===== src/design/bf16pd_pkg.sv =====
// Shared constants and types for the bf16 dot product with projection mapping.
// No dependencies; imported by every module of the block.
package bf16pd_pkg;

  localparam int QKV_COLUMNS  = 8192;
  localparam int Z_COLUMNS    = 4096;
  localparam int GATE_COLUMNS = 32;

  localparam int MAP_W = 18;

  localparam logic [MAP_W-1:0] BASE_Z = MAP_W'(QKV_COLUMNS);
  localparam logic [MAP_W-1:0] BASE_B = MAP_W'(QKV_COLUMNS + Z_COLUMNS);
  localparam logic [MAP_W-1:0] BASE_A = MAP_W'(QKV_COLUMNS + Z_COLUMNS + GATE_COLUMNS);
  localparam logic [MAP_W-1:0] GATE_LIMIT = MAP_W'(GATE_COLUMNS);

  localparam logic [31:0] FP32_QNAN = 32'h7fc0_0000;
  localparam logic [31:0] BF16_BIAS = 32'h0000_7fff;

  typedef enum logic [1:0] {
    PROJ_QKV = 2'd0,
    PROJ_Z   = 2'd1,
    PROJ_B   = 2'd2,
    PROJ_A   = 2'd3
  } proj_t;

  typedef struct packed {
    proj_t       proj;
    logic [12:0] column;
    logic        emit;
  } map_info_t;

endpackage


===== src/design/bf16pd_if.sv =====
// Valid/ready channel interfaces for operand pairs and finished results.
// Depends on bf16pd_pkg for nothing beyond field widths kept in step with it.
interface bf16pd_operand_if;
  logic        valid;
  logic        ready;
  logic [15:0] activation_value;
  logic [15:0] weight_value;
  logic [13:0] output_index;
  logic        last_element;

  modport source (output valid, output activation_value, output weight_value,
                  output output_index, output last_element, input ready);
  modport sink   (input valid, input activation_value, input weight_value,
                  input output_index, input last_element, output ready);
endinterface

interface bf16pd_result_if;
  logic        valid;
  logic        ready;
  logic [1:0]  projection_select;
  logic [12:0] column_number;
  logic [15:0] result_value;

  modport source (output valid, output projection_select, output column_number,
                  output result_value, input ready);
  modport sink   (input valid, input projection_select, input column_number,
                  input result_value, output ready);
endinterface


===== src/design/bf16pd_mul.sv =====
// bf16 x bf16 multiplier giving an IEEE fp32 product, round to nearest even.
// Depends on bf16pd_pkg.
module bf16pd_mul (
  input  logic [15:0] a,
  input  logic [15:0] b,
  output logic [31:0] prod
);
  import bf16pd_pkg::*;

  logic               sign;
  logic               a_nan, b_nan, a_inf, b_inf, a_zero, b_zero;
  logic [7:0]         siga, sigb, ea, eb;
  logic [15:0]        p, pn;
  logic [4:0]         lz;
  logic signed [10:0] be;
  logic [10:0]        k;
  logic [4:0]         kk;
  logic [2:0]         sh;
  logic [22:0]        sub_field;
  logic [32:0]        wide;
  logic               up;
  logic [23:0]        rnd_field;

  always_comb begin
    sign   = a[15] ^ b[15];
    a_nan  = (a[14:7] == 8'hff) && (a[6:0] != 7'd0);
    b_nan  = (b[14:7] == 8'hff) && (b[6:0] != 7'd0);
    a_inf  = (a[14:7] == 8'hff) && (a[6:0] == 7'd0);
    b_inf  = (b[14:7] == 8'hff) && (b[6:0] == 7'd0);
    a_zero = (a[14:0] == 15'd0);
    b_zero = (b[14:0] == 15'd0);
    siga   = {a[14:7] != 8'd0, a[6:0]};
    sigb   = {b[14:7] != 8'd0, b[6:0]};
    ea     = (a[14:7] == 8'd0) ? 8'd1 : a[14:7];
    eb     = (b[14:7] == 8'd0) ? 8'd1 : b[14:7];
    p      = {8'b0, siga} * {8'b0, sigb};
    lz     = 5'd0;
    for (int i = 0; i < 16; i++) begin
      if (p[i]) lz = 5'(15 - i);
    end
    pn   = p << lz;
    be   = $signed({3'b0, ea}) + $signed({3'b0, eb}) - 11'sd126 - $signed({6'b0, lz});
    sh   = 3'(be + 11'sd7);
    k    = 11'(-be - 11'sd7);
    kk   = (k > 11'd17) ? 5'd17 : k[4:0];
    sub_field = {7'b0, pn} << sh;
    wide = {pn, 17'b0} >> kk;
    up   = wide[16] && ((|wide[15:0]) || wide[17]);
    rnd_field = {8'b0, wide[32:17]} + {23'b0, up};

    if (a_nan || b_nan || (a_inf && b_zero) || (b_inf && a_zero)) begin
      prod = FP32_QNAN;
    end else if (a_inf || b_inf) begin
      prod = {sign, 8'hff, 23'b0};
    end else if (a_zero || b_zero) begin
      prod = {sign, 31'b0};
    end else if (be >= 11'sd255) begin
      prod = {sign, 8'hff, 23'b0};
    end else if (be >= 11'sd1) begin
      prod = {sign, be[7:0], pn[14:0], 8'b0};
    end else if (be >= -11'sd7) begin
      prod = {sign, 8'b0, sub_field};
    end else begin
      prod = {sign, 7'b0, rnd_field};
    end
  end

endmodule


===== src/design/bf16pd_add.sv =====
// fp32 adder, round to nearest even, every NaN result made the canonical quiet NaN.
// Depends on bf16pd_pkg.
module bf16pd_add (
  input  logic [31:0] x,
  input  logic [31:0] y,
  output logic [31:0] sum
);
  import bf16pd_pkg::*;

  logic        x_nan, y_nan, x_inf, y_inf, swap, eff_sub, up;
  logic [31:0] big, sml;
  logic [23:0] bsig, ssig;
  logic [7:0]  bexp, sexp, d;
  logic [26:0] aa, b0, bb, mask;
  logic [27:0] s;
  logic [26:0] r;
  logic [4:0]  lz, sh;
  logic [8:0]  e;
  logic [7:0]  ef;

  always_comb begin
    x_nan = (x[30:23] == 8'hff) && (x[22:0] != 23'd0);
    y_nan = (y[30:23] == 8'hff) && (y[22:0] != 23'd0);
    x_inf = (x[30:23] == 8'hff) && (x[22:0] == 23'd0);
    y_inf = (y[30:23] == 8'hff) && (y[22:0] == 23'd0);
    swap  = y[30:0] > x[30:0];
    big   = swap ? y : x;
    sml   = swap ? x : y;
    bsig  = {big[30:23] != 8'd0, big[22:0]};
    ssig  = {sml[30:23] != 8'd0, sml[22:0]};
    bexp  = (big[30:23] == 8'd0) ? 8'd1 : big[30:23];
    sexp  = (sml[30:23] == 8'd0) ? 8'd1 : sml[30:23];
    d     = bexp - sexp;
    aa    = {bsig, 3'b0};
    b0    = {ssig, 3'b0};
    mask  = (27'd1 << d[4:0]) - 27'd1;
    if (d >= 8'd27) begin
      bb = {26'b0, |ssig};
    end else begin
      bb = (b0 >> d[4:0]) | {26'b0, |(b0 & mask)};
    end
    eff_sub = big[31] ^ sml[31];
    s = eff_sub ? ({1'b0, aa} - {1'b0, bb}) : ({1'b0, aa} + {1'b0, bb});

    lz = 5'd0;
    for (int i = 0; i < 27; i++) begin
      if (s[i]) lz = 5'(26 - i);
    end
    if (s[27]) begin
      sh = 5'd0;
      r  = {s[27:2], s[1] | s[0]};
      e  = {1'b0, bexp} + 9'd1;
    end else begin
      sh = ({4'b0, lz} < ({1'b0, bexp} - 9'd1)) ? lz : 5'(bexp - 8'd1);
      r  = s[26:0] << sh;
      e  = {1'b0, bexp} - {4'b0, sh};
    end
    ef = r[26] ? e[7:0] : 8'd0;
    up = r[2] && (r[1] || r[0] || r[3]);

    if (x_nan || y_nan || (x_inf && y_inf && (x[31] != y[31]))) begin
      sum = FP32_QNAN;
    end else if (x_inf) begin
      sum = x;
    end else if (y_inf) begin
      sum = y;
    end else if (s == 28'd0) begin
      sum = {eff_sub ? 1'b0 : big[31], 31'b0};
    end else if (e >= 9'd255) begin
      sum = {big[31], 8'hff, 23'b0};
    end else begin
      sum = {big[31], ef, r[25:3]} + {31'b0, up};
    end
  end

endmodule


===== src/design/bf16pd_map.sv =====
// Maps a global output index onto a projection and a column within it.
// Depends on bf16pd_pkg.
module bf16pd_map (
  input  logic [13:0]           index,
  output bf16pd_pkg::map_info_t info
);
  import bf16pd_pkg::*;

  logic [MAP_W-1:0] idx, col;

  always_comb begin
    idx = MAP_W'(index);
    info.emit = 1'b1;
    priority if (idx < BASE_Z) begin
      info.proj = PROJ_QKV;
      col = idx;
    end else if (idx < BASE_B) begin
      info.proj = PROJ_Z;
      col = idx - BASE_Z;
    end else if (idx < BASE_A) begin
      info.proj = PROJ_B;
      col = idx - BASE_B;
    end else begin
      info.proj = PROJ_A;
      col = idx - BASE_A;
      // past the end of the a projection: the row ends silently
      info.emit = (col < GATE_LIMIT);
    end
    info.column = col[12:0];
  end

endmodule


===== src/design/bf16_dot_product_projection.sv =====
// Top level of the bf16 dot product: operand register stage, fp32 accumulate, result register.
// Depends on bf16pd_pkg, bf16pd_if, bf16pd_mul, bf16pd_add and bf16pd_map.

// One operand transaction (activation and weight, both bf16) is taken every clock cycle unless
// a final element that gives a result stalls behind one not yet taken. The fp32 product is
// formed on the way into a register stage, together with the projection and column decoded
// from the output index; from that register it is added into the fp32 accumulator with round
// to nearest even. The accumulator loop is one fp32 add back into one register. A transaction
// marked last, as it leaves the product stage, loads the sum, rounded to bf16, into the result
// register and clears the accumulator to +0.0 for the next row. Rows whose index lies beyond
// the a projection end without a result.
// Non-final elements keep flowing while a result waits to be taken; only a second final
// element that gives a result stalls behind it.
module bf16_dot_product_projection (
  input  logic                    clk,
  input  logic                    rst,
  bf16pd_operand_if.sink          operand,
  bf16pd_result_if.source         result
);
  import bf16pd_pkg::*;

  // product stage
  logic        prod_valid;
  logic [31:0] prod;
  logic        prod_last;
  map_info_t   prod_info;

  // accumulator and result register
  logic [31:0] acc;
  logic        res_valid;
  logic [1:0]  res_proj;
  logic [12:0] res_col;
  logic [15:0] res_value;

  logic [31:0] prod_next;
  map_info_t   info_next;
  logic [31:0] sum;
  logic [31:0] rounded;
  logic        emit_now;
  logic        advance;
  logic        take;

  bf16pd_mul u_mul (
    .a    (operand.activation_value),
    .b    (operand.weight_value),
    .prod (prod_next)
  );

  bf16pd_map u_map (
    .index (operand.output_index),
    .info  (info_next)
  );

  bf16pd_add u_add (
    .x   (acc),
    .y   (prod),
    .sum (sum)
  );

  // integer bf16 rounding: add 0x7fff plus the kept lsb, wrap, keep the upper half
  assign rounded = sum + BF16_BIAS + {31'b0, sum[16]};

  assign emit_now = prod_last && prod_info.emit;
  // advance the product stage unless it holds a result the full output register blocks
  assign advance  = prod_valid && (!emit_now || !res_valid || result.ready);
  assign take     = operand.valid && operand.ready;

  assign operand.ready = !prod_valid || advance;

  assign result.valid             = res_valid;
  assign result.projection_select = res_proj;
  assign result.column_number     = res_col;
  assign result.result_value      = res_value;

  always_ff @(posedge clk) begin
    if (rst) begin
      prod_valid <= 1'b0;
      acc        <= 32'd0;
      res_valid  <= 1'b0;
    end else begin
      if (take) begin
        prod_valid <= 1'b1;
      end else if (advance) begin
        prod_valid <= 1'b0;
      end
      if (advance) begin
        // drop back to +0.0 at the end of every row
        acc <= prod_last ? 32'd0 : sum;
      end
      if (advance && emit_now) begin
        res_valid <= 1'b1;
      end else if (result.ready) begin
        res_valid <= 1'b0;
      end
    end
  end

  // payload: hold unless a new transaction or result loads it
  always_ff @(posedge clk) begin
    if (take) begin
      prod      <= prod_next;
      prod_last <= operand.last_element;
      prod_info <= info_next;
    end
    if (advance && emit_now) begin
      res_proj  <= prod_info.proj;
      res_col   <= prod_info.column;
      res_value <= rounded[31:16];
    end
  end

endmodule

===== src/flat_wrapper.sv =====
// flat-port wrapper written by rule: the top's interface ports become plain ports
module bf16_dot_product_projection_flat import bf16pd_pkg::*;
  (clk, rst, operand_valid, operand_activation_value, operand_weight_value, operand_output_index, operand_last_element, operand_ready, result_valid, result_projection_select, result_column_number, result_result_value, result_ready);
  bf16pd_operand_if operand_i ();
  bf16pd_result_if result_i ();
  input  logic clk;
  input  logic rst;
  input wire logic [$bits(operand_i.valid)-1:0] operand_valid;
  input wire logic [$bits(operand_i.activation_value)-1:0] operand_activation_value;
  input wire logic [$bits(operand_i.weight_value)-1:0] operand_weight_value;
  input wire logic [$bits(operand_i.output_index)-1:0] operand_output_index;
  input wire logic [$bits(operand_i.last_element)-1:0] operand_last_element;
  output wire logic [$bits(operand_i.ready)-1:0] operand_ready;
  output wire logic [$bits(result_i.valid)-1:0] result_valid;
  output wire logic [$bits(result_i.projection_select)-1:0] result_projection_select;
  output wire logic [$bits(result_i.column_number)-1:0] result_column_number;
  output wire logic [$bits(result_i.result_value)-1:0] result_result_value;
  input wire logic [$bits(result_i.ready)-1:0] result_ready;
  assign operand_i.valid = operand_valid;
  assign operand_i.activation_value = operand_activation_value;
  assign operand_i.weight_value = operand_weight_value;
  assign operand_i.output_index = operand_output_index;
  assign operand_i.last_element = operand_last_element;
  assign operand_ready = operand_i.ready;
  assign result_valid = result_i.valid;
  assign result_projection_select = result_i.projection_select;
  assign result_column_number = result_i.column_number;
  assign result_result_value = result_i.result_value;
  assign result_i.ready = result_ready;
  bf16_dot_product_projection u_core (.clk(clk), .rst(rst), .operand(operand_i), .result(result_i));
endmodule

===== config.mk =====
export PLATFORM = sky130hd
export DESIGN_NAME = bf16_dot_product_projection_flat
export DESIGN_NICKNAME = d
export VERILOG_FILES = /design/src/design/bf16pd_pkg.sv /design/src/design/bf16pd_if.sv /design/src/design/bf16pd_mul.sv /design/src/design/bf16pd_add.sv /design/src/design/bf16pd_map.sv /design/src/design/bf16_dot_product_projection.sv /design/src/flat_wrapper.sv
export SDC_FILE = /design/constraint.sdc
export NUM_CORES = 1
export LEC_CHECK = 0
export ABC_AREA = 1
export BUFFER_PORTS_ARGS = -buffer_cell sky130_fd_sc_hd__buf_2
export CORE_MARGIN = 2
export CORE_UTILIZATION = 30
export CTS_CLUSTER_SIZE = 40
export DETAILED_ROUTE_END_ITERATION = 8
export SLEW_MARGIN = 15
export SYNTH_ARGS = -nofsm -noshare
export SYNTH_HDL_FRONTEND = slang
export SYNTH_SLANG_ARGS = --single-unit

===== constraint.sdc =====
create_clock -name clk -period 13.5 [get_ports clk]
set_clock_uncertainty 0.05 [all_clocks]
set_input_delay 1.35 -clock clk [delete_from_list [all_inputs] [get_ports clk]]
set_output_delay 1.35 -clock clk [all_outputs]
set_load 0.03 [all_outputs]

==> key figures <==
Run status
  • Run status: completed

Clocking
  • CTS buffer count: 17
  • CTS sink cnt: 114
  • Hold Buf Count CTS: 0
  • CTS H-tree depth: 4
  • CTS clk-pin slew, worst paths: 0.05 ns
  • Max clock buf depth: 2
  • Skew-Pair Late Insertion Delay: 0.42 ns
  • Root Driver: clkbuf_16
  • CTS tree: done

Yosys
  • Yosys warnings: 0
  • Post-Syn Instances: 3723
  • Register area share after synthesis: 0.142
  • Synth Area in Compound Gates: 0.143
  • Mux share of post-synthesis cell area: 0.00144
  • XOR/XNOR Fraction of Synth Area: 0.0285
  • Share of the synthesized area in the top cell type: 0.180
  • Post-synthesis register bit count: 114
  • Post-synth EDFFs: 80
  • Synth area leaders: nand2_1 18%, edfxtp_1 11%, inv_1 9.8%
  • Main combinational cell family by area after synthesis: simple AND/OR/NAND/NOR gates
  • Fraction of registers with async set/reset: 0
  • Simple-Gate Fraction of Synth Area: 0.414
  • Syn_nets: 3983
  • Synth Area in Adders: 0.135
  • Synth cell types: 75
  • Syn_area_per_cell: 5.82 µm²
  • Main synth FF type: edfxtp_1
  • Cell taking the most area after synthesis: nand2_1
  • Syn Std Cell Area: 21700 µm²

Timing
  • Final period util: 0.945
  • Hold Violations, Final: 0
  • Final setup viols: 0
  • Setup tns final: 0 ns
  • Fmax: 78.4 MHz
  • Max-slew violation count: 0
  • Tmin final: 12.76 ns
  • Slew headroom: 0.232
  • Worst slew pin tran: 1.15 ns

Floorplan
  • Initial Util: 0.303
  • Row count: 98
  • Die width: 273 µm
  • Core ar.: 71500 µm²
  • Die ar.: 74400 µm²
  • Die Ht: 273 µm
  • I/O pin count: 84

Worst setup path
  • CP max-delay cell: fa_2
  • CP Capture Type: flip-flop
  • Worst Path Buf+Inv: 20
  • Crit-path max FO: 8
  • CP startpoint kind: flip-flop
  • Setup slack, reg-to-reg: 0.74 ns
  • Worst EP required: 13.62 ns
  • Worst Path Arrival: 12.88 ns
  • CP max stage delay: 0.64 ns
  • Critical path type: reg2reg
  • Cell mode on critical path: inv_1
  • Crit-path leading delay family: compound AO/OA/AOI/OAI gates

Detailed routing
  • Routed wire length per instance: 16.0 µm
  • Drt pass-1 iters: 6
  • DRC: 0
  • Via count: 24600
  • Final ANT Viol Nets: 0
  • Drt total wl: 76.8 mm
  • Routed vias/inst: 5.12
  • Initial drt markers: 2398

Final layout
  • Final instance area: 25000 µm²
  • P&R area growth vs syn: 15.5%
  • Layout Nets: 4097
  • N_diodes: 0
  • Share of layout cells above drive strength 1: 0.133

Global route
  • Global Route Usage Sum: 0.199
  • Largest net degree at the start of global routing: 85
  • First-pass GRT wire length: 120 mm
  • Number of global-route vias before repair: 22300
  • Initial antenna violation count: 0
  • Global route total overflow: 0

Placed design
  • Buffers on Ports: 83
  • Post-DP Area: 23400 µm²
  • Post-DP HPWL: 62.6 mm
  • Gp weighted congestion: 1.00

Min path
  • Class of the worst hold path: reg2reg

Flow run
  • Max Cap Viol: 0
[cell families after synthesis]
family | Yosys count
mux | 3
xor+xnor | 67
simple gates | 2047
flops | 114
buf+inv | 737
compound gates | 546
fa+ha+maj | 209
[worst reg2reg max path, delay by kind of cell (launching register included)]
kind / cells / cell delay (ns)
AO/OA/AOI/OAI: 27 / 3.72
XOR/XNOR: 2 / 0.40
adder cells (fa/ha/maj): 7 / 2.31
buffers and inverters: 20 / 2.04
flip-flops: 1 / 0.36
AND/OR/NAND/NOR: 30 / 3.64
[cell usage in the layout, fill, tap and decap left out, types with 13 or more instances in the layout]
| cell type | count |
|---|---|
| nand3_1 | 403 |
| nand2_2 | 32 |
| edfxtp_1 | 80 |
| nor2_2 | 36 |
| nand2_1 | 1018 |
| o21bai_1 | 16 |
| buf_4 | 141 |
| nor4_1 | 17 |
| nand4_1 | 80 |
| buf_2 | 83 |
| nor2_4 | 13 |
| nor3_1 | 33 |
| o21ai_2 | 13 |
| a31oi_1 | 13 |
| inv_2 | 28 |
| nand3_2 | 18 |
| ha_1 | 158 |
| o21ai_0 | 185 |
| dfxtp_1 | 28 |
| a21oi_1 | 178 |
| fa_1 | 38 |
| xor2_1 | 50 |
| clkbuf_16 | 18 |
| o21ai_1 | 42 |
| nor2_1 | 329 |
| inv_1 | 558 |
[flip-flops by register name (all words and copies together) (netlist names)]
register,cells
u_core.acc,32
u_core.prod,32
u_core.prod_info,16
u_core.result.result_value,16
u_core.result.column_number,13
u_core.result.projection_select,2
u_core.prod_last,1
u_core.prod_valid,1
u_core.result.valid,1
[through the flow]
stage | worst slack [ns] | hold WS (ns) | utilization | cells
5_1_grt | -0.223 | 0.364 | 0.350 | 4800
3_3_place_gp | -0.106 | 0.353 | 0.328 | 4727
3_5_place_dp | -0.0250 | 0.355 | 0.328 | 4727
2_1_floorplan | 0.0887 | 0.350 | - | 3723
6_report | 0.740 | 0.367 | 0.350 | 4800
4_1_cts | 0.0506 | 0.365 | 0.337 | 4760
[synth_stat cells, types with 10 or more instances]
cell / instances
nand4_1: 80
o21ai_1: 25
a21oi_1: 190
nor2_2: 22
nand3b_1: 10
or2_2: 11
buf_1: 13
xor2_1: 51
nand3_2: 13
nand3_1: 410
nor4_1: 20
xnor2_1: 12
and2_1: 12
buf_2: 22
o211ai_1: 11
o21ai_0: 207
buf_4: 11
nand2_1: 1038
inv_1: 567
nor3_1: 42
edfxtp_1: 80
nand2_2: 15
ha_1: 168
nor2_1: 347
o21bai_1: 16
dfxtp_1: 34
clkbuf_1: 85
a31oi_1: 18
inv_2: 21
fa_1: 41
[timing repair]
item,in CTS,in global routing
endpoints found under the setup margin,1,56
gates resized for setup,0,172
pin swaps,1,62
setup buffers,1,35
cloned,0,5
endpoints found under the hold margin,0,0
[area by class of cell]
cell class                      count  area [µm²]
Clock inverter                     12         183
Clock buffer                       20         437
Sequential cell                   114        3090
Inverter                          593        2240
Fill cell                        7961       46500
Tap cell                          950        1190
Timing Repair Buffer              236        1650
Multi-Input combinational cell   2875       16200
[path summary, 6_finish.rpt]
check                                           from                         endpoint  depth (start not counted)
worst min-delay path            u_core.prod_info[12]  u_core.result.column_number[11]                          0
worst min register to register  u_core.prod_info[12]  u_core.result.column_number[11]                          0
worst max register to register        u_core.acc[23]    u_core.result.result_value[0]                         86
worst max-delay path                  u_core.acc[23]    u_core.result.result_value[0]                         86
[layer usage]
metal	GRT usage	wire, µm
met4	0.0577	2130
met3	0.0177	5190
met1	0.283	35200
met5	0	0
met2	0.317	34300
Power is not shown: default switching activity piles up to over one toggle a cycle in this logic, so the estimate is an artifact.
